$ cat config.mk
export PLATFORM = sky130hd
export DESIGN_NAME = edge_selective_debouncer_core
export DESIGN_NICKNAME = d
export VERILOG_FILES = /design/src/design/esd_pkg.sv /design/src/design/edge_selective_debouncer_core.sv /design/src/design/esd_cfg_regs.sv /design/src/design/esd_step.sv
export SDC_FILE = /design/constraint.sdc
export NUM_CORES = 1
export LEC_CHECK = 0
export BUFFER_PORTS_ARGS = -buffer_cell sky130_fd_sc_hd__buf_2
export CAP_MARGIN = 20
export CORE_MARGIN = 2
export CORE_UTILIZATION = 42
export CTS_CLUSTER_SIZE = 30
export DETAILED_ROUTE_END_ITERATION = 10
export PLACE_DENSITY = 0.64
export SYNTH_ARGS = -nofsm -noshare
export SYNTH_HDL_FRONTEND = slang
export SYNTH_SLANG_ARGS = --single-unit
$ cat constraint.sdc
create_clock -name clk_i -period 5.5 [get_ports clk_i]
set_input_delay 0.55 -clock clk_i [delete_from_list [all_inputs] [get_ports clk_i]]
set_output_delay 0.55 -clock clk_i [all_outputs]
set_load 0.1 [all_outputs]
$ cat src/design/esd_pkg.sv
// package for the edge selective debouncer: widths, codes and shared types
`timescale 1ns / 1ps
package esd_pkg;

  // width of the time counter, differences wrap at this width
  localparam int TIME_BITS = 32;
  // hold time register width
  localparam int HOLD_BITS = 32;
  // compare width covering both elapsed time and hold time
  localparam int CMP_BITS  = (TIME_BITS > HOLD_BITS) ? TIME_BITS : HOLD_BITS;
  // width of the now_ms field on the port
  localparam int NOW_BITS  = 32;

  // stream word widths, padded to whole bytes
  localparam int IN_FIELD_BITS  = 1 + NOW_BITS;
  localparam int IN_DATA_BITS   = ((IN_FIELD_BITS + 7) / 8) * 8;
  localparam int OUT_DATA_BITS  = 8;

  // configuration port
  localparam int CFG_IDX_BITS  = 1;
  localparam int CFG_DATA_BITS = 32;
  localparam int MODE_BITS     = 2;

  typedef enum logic [CFG_IDX_BITS-1:0] {
    REG_EDGE_MODE = 1'b0,
    REG_HOLD_TIME = 1'b1
  } cfg_reg_e;

  typedef enum logic [MODE_BITS-1:0] {
    MODE_BOTH = 2'd0,
    MODE_RISE = 2'd1,
    MODE_FALL = 2'd2
  } edge_mode_e;

  // live configuration
  typedef struct packed {
    logic [MODE_BITS-1:0] edge_mode;
    logic [HOLD_BITS-1:0] hold_time;
  } cfg_t;

  // debouncer state
  typedef struct packed {
    logic                 first_pending;
    logic                 stable_level;
    logic                 last_raw;
    logic [TIME_BITS-1:0] change_time;
  } state_t;

endpackage

$ cat src/design/edge_selective_debouncer_core.sv
// top level of the edge selective debouncer
`timescale 1ns / 1ps
// Time based debouncer for one binary input. Each input word carries a raw
// sample and the current millisecond time; each yields exactly one output word
// with the debounced level. The first word after reset adopts its sample. After
// that a debounced change waits until the raw sample has been steady for at
// least hold_time ms, for the edges chosen by edge_mode (0 both, 1 rising,
// 2 or 3 falling); other edges pass at once. A word goes through the input
// register, then the result register, with a single pass of compare and subtract
// logic in between; one word is taken every cycle unless the output stalls.
// The user must write configuration while the block is idle; it has no check.
module edge_selective_debouncer_core (
  input  logic                                clk_i,
  input  logic                                rst_ni,
  // configuration write port
  input  logic                                cfg_we_i,
  input  logic [esd_pkg::CFG_IDX_BITS-1:0]    cfg_idx_i,
  input  logic [esd_pkg::CFG_DATA_BITS-1:0]   cfg_data_i,
  // input stream
  input  logic                                s_axis_tvalid,
  output logic                                s_axis_tready,
  input  logic [esd_pkg::IN_DATA_BITS-1:0]    s_axis_tdata,  // raw_sample, now_ms, zero pad
  // output stream
  output logic                                m_axis_tvalid,
  input  logic                                m_axis_tready,
  output logic [esd_pkg::OUT_DATA_BITS-1:0]   m_axis_tdata   // clean_level, zero pad
);
  import esd_pkg::*;

  cfg_t                cfg;
  state_t              state_q, state_d;
  logic                in_vld_q;
  logic                raw_q;
  logic [NOW_BITS-1:0] now_q;
  logic                out_vld_q;
  logic                clean_q;
  logic                advance;
  logic                in_take;

  esd_cfg_regs u_cfg (
    .clk_i      (clk_i),
    .rst_ni     (rst_ni),
    .cfg_we_i   (cfg_we_i),
    .cfg_idx_i  (cfg_idx_i),
    .cfg_data_i (cfg_data_i),
    .cfg_o      (cfg)
  );

  esd_step u_step (
    .state_i (state_q),
    .cfg_i   (cfg),
    .raw_i   (raw_q),
    .now_i   (now_q),
    .state_o (state_d)
  );

  // pipeline flow: the result register frees when empty or taken
  assign advance       = !out_vld_q || m_axis_tready;
  assign s_axis_tready = !in_vld_q || advance;
  assign in_take       = s_axis_tvalid && s_axis_tready;

  // input register
  always_ff @(posedge clk_i or negedge rst_ni) begin
    if (!rst_ni) begin
      in_vld_q <= 1'b0;
    end else if (s_axis_tready) begin
      in_vld_q <= s_axis_tvalid;
    end
  end

  always_ff @(posedge clk_i) begin
    if (in_take) begin
      raw_q <= s_axis_tdata[0];
      now_q <= s_axis_tdata[NOW_BITS:1];
    end
  end

  // debouncer state, moves when a word passes to the result register
  always_ff @(posedge clk_i or negedge rst_ni) begin
    if (!rst_ni) begin
      state_q.first_pending <= 1'b1;
      state_q.stable_level  <= 1'b0;
      state_q.last_raw      <= 1'b0;
      state_q.change_time   <= '0;
    end else if (in_vld_q && advance) begin
      state_q <= state_d;
    end
  end

  // result register
  always_ff @(posedge clk_i or negedge rst_ni) begin
    if (!rst_ni) begin
      out_vld_q <= 1'b0;
    end else if (advance) begin
      out_vld_q <= in_vld_q;
    end
  end

  always_ff @(posedge clk_i) begin
    if (in_vld_q && advance) begin
      clean_q <= state_d.stable_level;
    end
  end

  assign m_axis_tvalid = out_vld_q;
  assign m_axis_tdata  = {{(OUT_DATA_BITS-1){1'b0}}, clean_q};

endmodule

$ cat src/design/esd_cfg_regs.sv
// configuration register file of the edge selective debouncer
`timescale 1ns / 1ps
module esd_cfg_regs (
  input  logic                               clk_i,
  input  logic                               rst_ni,
  input  logic                               cfg_we_i,
  input  logic [esd_pkg::CFG_IDX_BITS-1:0]   cfg_idx_i,
  input  logic [esd_pkg::CFG_DATA_BITS-1:0]  cfg_data_i,
  output esd_pkg::cfg_t                      cfg_o
);
  import esd_pkg::*;

  logic [MODE_BITS-1:0] edge_mode_q, edge_mode_d;
  logic [HOLD_BITS-1:0] hold_time_q, hold_time_d;

  // register decode
  always_comb begin
    edge_mode_d = edge_mode_q;
    hold_time_d = hold_time_q;
    if (cfg_we_i) begin
      unique case (cfg_idx_i)
        REG_EDGE_MODE: edge_mode_d = cfg_data_i[MODE_BITS-1:0];
        REG_HOLD_TIME: hold_time_d = cfg_data_i[HOLD_BITS-1:0];
        default: ;
      endcase
    end
  end

  always_ff @(posedge clk_i or negedge rst_ni) begin
    if (!rst_ni) begin
      edge_mode_q <= MODE_BOTH;
      hold_time_q <= '0;
    end else begin
      edge_mode_q <= edge_mode_d;
      hold_time_q <= hold_time_d;
    end
  end

  assign cfg_o.edge_mode = edge_mode_q;
  assign cfg_o.hold_time = hold_time_q;

endmodule

$ cat src/design/esd_step.sv
// next state logic of the debouncer for one sample
`timescale 1ns / 1ps
module esd_step (
  input  esd_pkg::state_t                 state_i,
  input  esd_pkg::cfg_t                   cfg_i,
  input  logic                            raw_i,
  input  logic [esd_pkg::NOW_BITS-1:0]    now_i,
  output esd_pkg::state_t                 state_o
);
  import esd_pkg::*;

  logic [TIME_BITS-1:0] now_t;
  logic [TIME_BITS-1:0] change_eff;
  logic [TIME_BITS-1:0] elapsed;
  logic                 steady_ok;
  logic                 exempt;

  // time since the last raw change, modulo the counter width
  assign now_t      = TIME_BITS'(now_i);
  assign change_eff = (raw_i != state_i.last_raw) ? now_t : state_i.change_time;
  assign elapsed    = now_t - change_eff;
  assign steady_ok  = CMP_BITS'(elapsed) >= CMP_BITS'(cfg_i.hold_time);

  // edges that pass without waiting; the unused mode code acts as falling only
  always_comb begin
    case (cfg_i.edge_mode)
      MODE_BOTH: exempt = 1'b0;
      MODE_RISE: exempt = !raw_i;
      default:   exempt = raw_i;
    endcase
  end

  // update
  always_comb begin
    state_o = state_i;
    if (state_i.first_pending) begin
      state_o.first_pending = 1'b0;
      state_o.stable_level  = raw_i;
      state_o.last_raw      = raw_i;
      state_o.change_time   = now_t;
    end else begin
      state_o.change_time = change_eff;
      state_o.last_raw    = raw_i;
      if ((raw_i != state_i.stable_level) && (exempt || steady_ok)) begin
        state_o.stable_level = raw_i;
      end
    end
  end

endmodule

* Yosys cells after proc, flatten, opt, wreduce, memory -nomap -nowiden
Cells that the tools add are included.
** Cells by class
- Add/subtract/negate cells :: 1
- Order comparisons :: 1
- Equal/unequal tests :: 3
- Mux-type cells :: 4
- Bitwise gates (word level) :: 1
- Reductions and logical operators :: 12
** Operator list (count)
- 34-bit 2-to-1 mux :: 1
- 32-bit greater-or-equal comparator :: 1
- 32-bit 2-to-1 mux :: 1
- 32-bit subtractor :: 1
- 2-bit AND reduction :: 2
- 1-bit logical AND :: 3
- 1-bit zero test :: 3
- 1-bit logical OR :: 3
- 2-bit by 1-bit equality test with 1-bit output, second input constant :: 1
- 2-bit zero test :: 1
- 1-bit inequality test :: 2
- 1-bit case mux with 2 select lines :: 1
- 1-bit 2-to-1 mux :: 1
- 1-bit inverter :: 1
** Storage, ports and cells
- Register bits after elaboration :: 105
- Input port bits :: 78
- Output and inout port bits :: 10
- Word-level logic and storage cells :: 33

* Longest topological paths before layout
- Depth in word-level cells :: 8
- Mapped depth :: 23
- Gate-level depth less buffers :: 20

* Hierarchy
From an unflattened synthesis, not the netlist that was laid out.
** Unflattened totals
- Cells, all modules :: 632
- Area total of the unflattened synthesis :: 7240.7 sq um
** By module, submodules not included
- esd_step :: times used 1, cells each 434, area an instance 3244.4 sq um, sequential area each 0.0 sq um
- edge_selective_debouncer_core :: times used 1, cells each 125, area an instance 2603.7 sq um, sequential area each 1948.1 sq um
- esd_cfg_regs :: times used 1, cells each 73, area an instance 1392.6 sq um, sequential area each 850.8 sq um

* Worst setup path after synthesis
OpenSTA, ideal clock, no wires.
- Path type :: register to register
- Start :: register raw_q
- End :: register clean_q, data pin
- Library setup time :: 0.260 ns
- Arrival time :: 5.054 ns
- Required time :: 5.240 ns
- Slack :: 0.186 ns
- Cell stages (with the launch flop) :: 22
- Buffers on the path :: 4
- Clock period less this slack :: 5.314 ns
- Cells stage by stage :: edfxtp_1 buf_4 xor2_1 buf_4 clkbuf_1 clkbuf_1 mux2i_1 ha_1 a21o_1 a211oi_1 a21oi_1 nor2_1 a21oi_1 or4_1 o311a_1 ha_1 nand4_1 nor3_1 a221oi_1 o211ai_1 a221oi_1 mux2_2
** RTL lines
- start: declaration :: RTL line edge_selective_debouncer_core.sv:33 : logic raw_q;
- start signal: assignment :: RTL line edge_selective_debouncer_core.sv:73 : raw_q <= s_axis_tdata[0];
- end signal: assignment :: RTL line edge_selective_debouncer_core.sv:101 : clean_q <= state_d.stable_level;
- end: declaration :: RTL line edge_selective_debouncer_core.sv:36 : logic clean_q;

==> results.sh <==
export IMPL_antenna_found_initial=0
export IMPL_tns_ns=0
export IMPL_cts_buffers=9
export IMPL_synth_edff_count=34
export IMPL_worstSetupStartpointType="flip-flop"
export IMPL_io_buffers=73
export IMPL_ir_drop_uv=193
export IMPL_yosysWarnings=0
export IMPL_die_h_um=132
export IMPL_synth_top_family_by_area="compound AO/OA/AOI/OAI gates"
export IMPL_ys_types=64
export IMPL_syn_instance_count=656
export IMPL_seq_area_frac_synth=0.406
export IMPL_rsz0062_at_grt="false"
export IMPL_routedWlPerCell_um=16.9
export IMPL_synth_compound_area_share=0.145
export IMPL_finalSetupViolations=0
export IMPL_htree_num_levels=3
export IMPL_grt_overflow_total=0
export IMPL_drtIter0Drc=294
export IMPL_fin_cells=949
export IMPL_r2r_end="clean_q"
export IMPL_areaGrowthSynthToFinish_pct=13.6
export IMPL_vias_per_cell=5.49
export IMPL_rows=46
export IMPL_reg2regPathDepth=16
export IMPL_clk_pin_slew_ns=0.07
export IMPL_slew_headroom=0.394
export IMPL_synth_xor_area_frac=0.0419
export IMPL_boundaryPins=88
export IMPL_ff2ff_setup_slack_ns=0.43
export IMPL_min_period_ns=5.07
export IMPL_grt_pass1_vias=5315
export IMPL_min_path_type="input port to flip-flop"
export IMPL_clockBufferDepth=2
export IMPL_hold_violations=0
export IMPL_fin_nets=864
export IMPL_die_area_um2=17500
export IMPL_maxCapViolations=0
export IMPL_cp_required_ns=5.61
export IMPL_layout_commonest_cell="buf_2"
export IMPL_drive_gt1_frac=0.246
export IMPL_grtUsageTotal=0.193
export IMPL_clockRootBuffer="clkbuf_16"
export IMPL_clock_latency_ns=0.36
export IMPL_p_per_area_nw_per_um2=463
export IMPL_layout_common_cells="73 x buf_2, 70 x dfrtp_1, 66 x mux2_2"
export IMPL_dp_cells=930
export IMPL_drtAntennaViolNets=0
export IMPL_worstPathMaxFanout=19
export IMPL_post_route_drc_count=0
export IMPL_fmax_mhz=197
export IMPL_power_total_w=0.00363
export IMPL_synth_main_ff_cell="dfrtp_1"
export IMPL_start_util=0.432
export IMPL_synth_cell_area_um2=6890
export IMPL_synthSimpleGateAreaFrac=0.103
export IMPL_place_congestion=0.873
export IMPL_leakage_nw=3.58
export IMPL_status="complete, no violations"
export IMPL_core_um2=15900
export IMPL_tritoncts="done"
export IMPL_critPathCapture="clean_q"
export IMPL_die_width_um=132
export IMPL_fin_skew_ns=0.00920
export IMPL_synthMuxAreaShare=0.144
export IMPL_synth_fa_ha_area_frac=0.110
export IMPL_critPathCaptureType="flip-flop"
export IMPL_slew_violations=0
export IMPL_crit_arrival_ns=5.18
export IMPL_drt_total_wl_mm=16.1
export IMPL_startpoint="raw_q"
export IMPL_reg2reg_from="raw_q"
export IMPL_async_flop_share=0.676
export IMPL_vias=5209
export IMPL_cts_sinks=105
export IMPL_grt_pass1_wl_mm=27.0
export IMPL_pre_cts_slack_ns=0.306
export IMPL_tightest_slew_ns=0.909
export IMPL_period_share=0.923
export IMPL_hpwlAfterDp_mm=12.6
export IMPL_grt_max_degree=72
export IMPL_diodes=0
export IMPL_synth_ff_latch_count=105
export IMPL_timing_final_ws_setup_ns=0.426
export IMPL_path_class="flip-flop to flip-flop"
export IMPL_hp_start="s_axis_tdata[1]"
export IMPL_avgSynthCellArea_um2=10.5
export IMPL_first_pass_iters=5
[critical path, cell delays in order (launching register included)]
cell      delay [ns]
edfxtp_1        0.55
xor2_4          0.34
buf_4           0.34
mux2i_1         0.23
ha_1            0.31
a21oi_1         0.29
o21bai_1        0.10
a21oi_1         0.34
mux2_2          0.39
a311oi_1        0.29
ha_1            0.30
a21o_1          0.19
a21o_1          0.17
a21oi_1         0.15
o221ai_1        0.17
a221oi_1        0.29
mux2_2          0.38
[registers in the layout, indices dropped and copies added, names as in the netlist]
| name | flops |
|---|---|
| now_q | 32 |
| clean_q | 1 |
| state_q | 35 |
| m_axis_tvalid | 1 |
| u_cfg.hold_time_q | 32 |
| u_cfg.edge_mode_q | 2 |
| raw_q | 1 |
| in_vld_q | 1 |
[power breakdown]
| part | total, W | internal (W) | switching, W |
|---|---|---|---|
| Sequential | 0.00106 | 0.000963 | 0.0000926 |
| Clock | 0.000687 | 0.000393 | 0.000294 |
| Combinational | 0.00188 | 0.000820 | 0.00106 |
| Total | 0.00363 | 0.00218 | 0.00145 |
[area by class of cell]
| cell class | count | area, um2 |
|---|---|---|
| fillers | 1500 | 8110 |
| multi-input cells | 477 | 3800 |
| flip-flops and latches | 105 | 2800 |
| repair buffers | 88 | 478 |
| clock buffers | 13 | 270 |
| well taps | 216 | 270 |
| inverters | 47 | 176 |
| clock inverters | 3 | 45.0 |
[stage by stage]
| stage | instance area (um2) | utilization | hold WS, ns |
|---|---|---|---|
| after floorplan | 6920 | - | 0.254 |
| after global placement | 7500 | 0.470 | 0.466 |
| after detailed placement | 7500 | 0.470 | 0.494 |
| after CTS | 7810 | 0.490 | 0.351 |
| after global routing | 7840 | 0.491 | 0.351 |
| final | 7840 | 0.491 | 0.360 |
[cell usage after synthesis, drive strengths merged (6+ instances only)]
cell type	count	share of area
a21o	24	0.026
a21oi	47	0.034
ha	58	0.11
o21ai	26	0.019
inv	47	0.026
dfrtp	70	0.25
nor3b	6	0.0065
nor2	22	0.012
xnor2	23	0.029
clkbuf	17	0.0093
xor2	10	0.013
mux2i	25	0.036
nand2	35	0.019
nand4	17	0.015
nand2b	11	0.010
buf	16	0.015
nor3	10	0.0073
edfxtp	34	0.15
mux2	66	0.11
o21bai	6	0.0065
[how the worst min path moves through the flow]
stage	endpoint	cells past startpoint	slack, ns
2_1_floorplan	in_vld_q	0	0.25
3_3_place_gp	state_q[0]	2	0.47
3_5_place_dp	state_q[19]	1	0.49
4_1_cts	now_q[6]	1	0.35
5_1_grt	now_q[29]	1	0.35
6_report	now_q[0]	1	0.36
[metal layers]
metal	vias up	global-route usage	wire length, um
met2	166	0.307	7420
met4	0	0.0658	265
met3	17	0.0296	736
met1	2502	0.270	7660
li1	2524	-	-
met5	-	0	0
[timing repair]
item / 4_1_cts / 5_1_grt
setup buffers: 0 / 3
gates resized for setup: 0 / 1
hold buffers: 0 / 0
setup endpoints to repair: 0 / 2
hold endpoints to repair: 0 / 0
[cell families after synthesis]
logic type,count (synthesis)
multiplexers,91
adder cells (fa/ha/maj),61
XOR/XNOR,33
buffers and inverters,80
AO/OA/AOI/OAI,151
flip-flops,105
other,1
AND/OR/NAND/NOR,134
Power figures use the tool's default switching activity.
